## config.mk

```make
export PLATFORM = sky130hd
export DESIGN_NAME = rvc_regfile
export DESIGN_NICKNAME = d
export VERILOG_FILES = /design/src/hw/rtl/rvc_regfile.sv
export SDC_FILE = /design/constraint.sdc
export NUM_CORES = 2
export LEC_CHECK = 0
export BUFFER_PORTS_ARGS = -buffer_cell sky130_fd_sc_hd__buf_2
export CELL_PAD_IN_SITES_DETAIL_PLACEMENT = 1
export CELL_PAD_IN_SITES_GLOBAL_PLACEMENT = 2
export CORE_ASPECT_RATIO = 0.8
export CORE_MARGIN = 2
export CORE_UTILIZATION = 39
export DETAILED_ROUTE_END_ITERATION = 8
export PLACE_DENSITY = 0.71
export SYNTH_ARGS = -nofsm -noshare
export SYNTH_HDL_FRONTEND = slang
export SYNTH_SLANG_ARGS = --single-unit
```

## constraint.sdc

```tcl
create_clock -name clk -period 13.6 [get_ports clk]
set_input_delay 2.72 -clock clk [delete_from_list [all_inputs] [get_ports clk]]
set_output_delay 2.72 -clock clk [all_outputs]
set_load 0.05 [all_outputs]
```

## src/hw/rtl/rvc_regfile.sv

```systemverilog
module rvc_regfile (
  input  logic        clk,
  input  logic        rst,
  input  logic [4:0]  raddr1,
  input  logic [4:0]  raddr2,
  output logic [63:0] rdata1,
  output logic [63:0] rdata2,
  input  logic        we,
  input  logic [4:0]  waddr,
  input  logic [63:0] wdata
);
  logic [63:0] mem [32];
  logic [31:0] valid;
  logic [63:0] q1, q2;
  logic        v1, v2;

  always_ff @(posedge clk) begin
    if (we) begin
      mem[waddr] <= wdata;
    end
    q1 <= mem[raddr1];
    q2 <= mem[raddr2];
  end

  always_ff @(posedge clk) begin
    if (rst) begin
      valid <= '0;
      v1 <= 1'b0;
      v2 <= 1'b0;
    end else begin
      if (we) begin
        valid[waddr] <= 1'b1;
      end
      v1 <= valid[raddr1];
      v2 <= valid[raddr2];
    end
  end

  assign rdata1 = v1 ? q1 : '0;
  assign rdata2 = v2 ? q2 : '0;
endmodule

```

==> impl_metrics.ini <==
[clocking]
tritoncts = yes
clkTransAtPathRegs_ns = 0.06
clock_path_buffers = 4
cts_max_level = 4
clock-sinks = 2210
postCtsHoldBufs = 0
post_cts_buffers = 0
clock_latency_ns = 0.89
cts_buffers = 227
root_buffer = clkbuf_16
cts-resized-gates = 0

[floorplanning]
io_pins = 210
initial_core_util_pct = 39.28
core_area_um2 = 250100
row_count = 164
die_x_um = 565.2
die_area_um2 = 256000
die_h_um = 452.9

[hold_path]
hold-path-endpoint = valid[29]
hold_path.class = reg -> reg
hold_start = valid[29]
holdPathStages = 2

[detailed_routing]
drtPass1Iterations = 5
vias_per_cell = 6.220
wire_per_inst_um = 36.42
drt-initial-drc-count = 6256
num_vias = 49775
drcViolationCount = 0
ant_nets = 0
wl_um = 291400

[global_route]
grt_pass1_wl_um = 411500
grt_max_degree = 129
grt_use_total_pct = 22.82
grt.overflow.total = 0
grt_pass1_vias = 52932
antenna_found_initial = 40

[yosys]
synth-adder-area-share_pct = 0
synth-xor-area-share_pct = 0
ys_types = 25
synth_cells = 4257
synth-edff-count = 2048
synth_seq_cells = 2210
synth_mux_area_share_pct = 31.11
ys_seq_area_share_pct = 65.89
yosysWarnings = 0
syn_nets = 4339
synth_area_per_cell_um2 = 23.08
synth_top_family_by_area = multiplexers
yosys.area_share.simple_pct = 1.412
async_flop_share_pct = 0
synth-compound-area-share_pct = 0.1159
synthFlopType = edfxtp_1
syn-cell-area_um2 = 98250

[critical_path]
r2r-end = q1[0]
cp_data_arrival_time_ns = 3.02
critPathCaptureType = output port
crit_fanout = 33
setup.worst_path.class = reg -> out
startpoint_type = flip-flop
ff2ff_setup_slack_ns = 11.70
timing.rr.start = mem[30][0]
worstPathRequired_ns = 10.88
r2r_cells = 3
crit_start = v2

[power]
p_per_area_nw_per_um2 = 135.0
clockPowerShare_pct = 41.7
p_sw_share_pct = 22.28
p_int_mw = 11.61
p_switching_mw = 3.330
p_leak_nw = 34.50
power_frac_seq_pct = 51.0
total_power_mw = 14.94
ir_worst_vdd_uv = 103.9
share_comb_of_total_power_pct = 7.2

[sta]
fin_worst_skew_ns = 0.03691
finalMaxSlewViolations = 0
period_needed_ns = 5.744
worstMarginPinSlew_ns = 1.194
setup-tns-final_ns = 0
fmax_mhz = 174.1
setup-violations-final = 0
rsz0062_at_grt = no
hold_viol = 0
min_period_over_period_pct = 42.24
max-slew-margin-rel_pct = 20.22

[placed_design]
gp_congestion = 0.7369
io_buffers = 209
detailedPlacementHpwl_um = 152400

[layout]
mostFrequentLayoutCell = edfxtp_1
area_growth_syn_to_layout_pct = 12.64
nets = 4562
final_cell_mix = 2048 x edfxtp_1, 1280 x mux4_2, 228 x clkbuf_16
layout-drive-gt1-share_pct = 44.90
fillCellCount = 22544

[run_status]
status = finished clean

[flow_run]
max-cap-violations = 0
worst max-delay path, cell delays in order (launching register included):
cell,delay (ns)
dfxtp_4,0.74
buf_4,0.63
and2_1,0.40
buf_2,0.33
synthesized netlist by cell type, drive strengths merged (2+ instances only):
cell	instances	area share [%]
nand3	4	0.020
and2	128	0.82
mux4	1280	29
or3	2	0.013
clkbuf	179	0.68
edfxtp	2048	63
nor2	103	0.39
dfxtp	162	3.3
buf	147	0.78
nand3b	5	0.038
o21ai	2	0.010
nand2b	5	0.032
mux2i	32	0.33
o22ai	13	0.083
mux2	126	1.4
or3b	3	0.027
nand2	4	0.015
nor3	9	0.046
cell families (layout without fill, tap and decap cells):
kind of cell,Yosys count,count (layout)
AO/OA/AOI/OAI,18,18
buffers and inverters,326,737
flip-flops,2210,2210
multiplexers,1438,1438
other,0,15
AND/OR/NAND/NOR,265,265
how the worst max path moves through the flow:
stage,end,slack [ns],depth (start not counted)
after floorplan,mem[12][0],7.03,3
after global placement,q2[12],6.93,6
after detailed placement,q2[12],6.97,6
after CTS,rdata2[22],7.68,3
after global routing,rdata2[5],7.62,3
final,rdata2[63],7.86,3
per-layer routing:
layer  up-vias  GRT usage, %  wire length, um
met3       434         3.592            21550
met5         -             0               45
met2      2244         36.66           141500
li1      19325             -                -
met4         8         5.640             6970
met1     27764         32.72           121400
state kept, by name, indices dropped and copies added (netlist names):
name / cells
v1: 1
q2: 64
mem: 2048
q1: 64
v2: 1
valid: 32
layout make-up:
class / instances / area (um2) / share of cell area, %
clock buffer: 297 / 6195 / 5.597
multi-input combinational: 1721 / 32310 / 29.19
sequential: 2210 / 64750 / 58.51
tap: 3320 / 4154 / 3.753
clock inverter: 120 / 1142 / 1.032
timing repair buffer: 320 / 2085 / 1.884
antenna: 15 / 37.54 / 0.03392
stage by stage:
stage | std cells | util [%] | instance area (um2) | hold slack, ns | setup WS, ns
6_report | 8003 | 44.24 | 110700 | 0.4960 | 7.856
5_1_grt | 7992 | 44.23 | 110600 | 0.5266 | 7.620
3_3_place_gp | 7571 | 41.30 | 103300 | 0.4643 | 6.931
3_5_place_dp | 7571 | 41.30 | 103300 | 0.4835 | 6.970
2_1_floorplan | 4257 | - | 98250 | 0.4519 | 7.026
4_1_cts | 7988 | 44.23 | 110600 | 0.4978 | 7.676
power by group through the flow:
stage | Clock, mW | Combinational (mW) | Sequential (mW)
6_report | 6.23 | 1.08 | 7.63
5_1_grt | 6.60 | 1.15 | 7.64
4_1_cts | 6.36 | 1.10 | 7.63
3_5_place_dp | 0 | 1.09 | 7.77
3_3_place_gp | 0 | 1.09 | 7.77
2_1_floorplan | 0 | 0.741 | 7.73
Note: power is estimated with default switching activity, not from simulation.
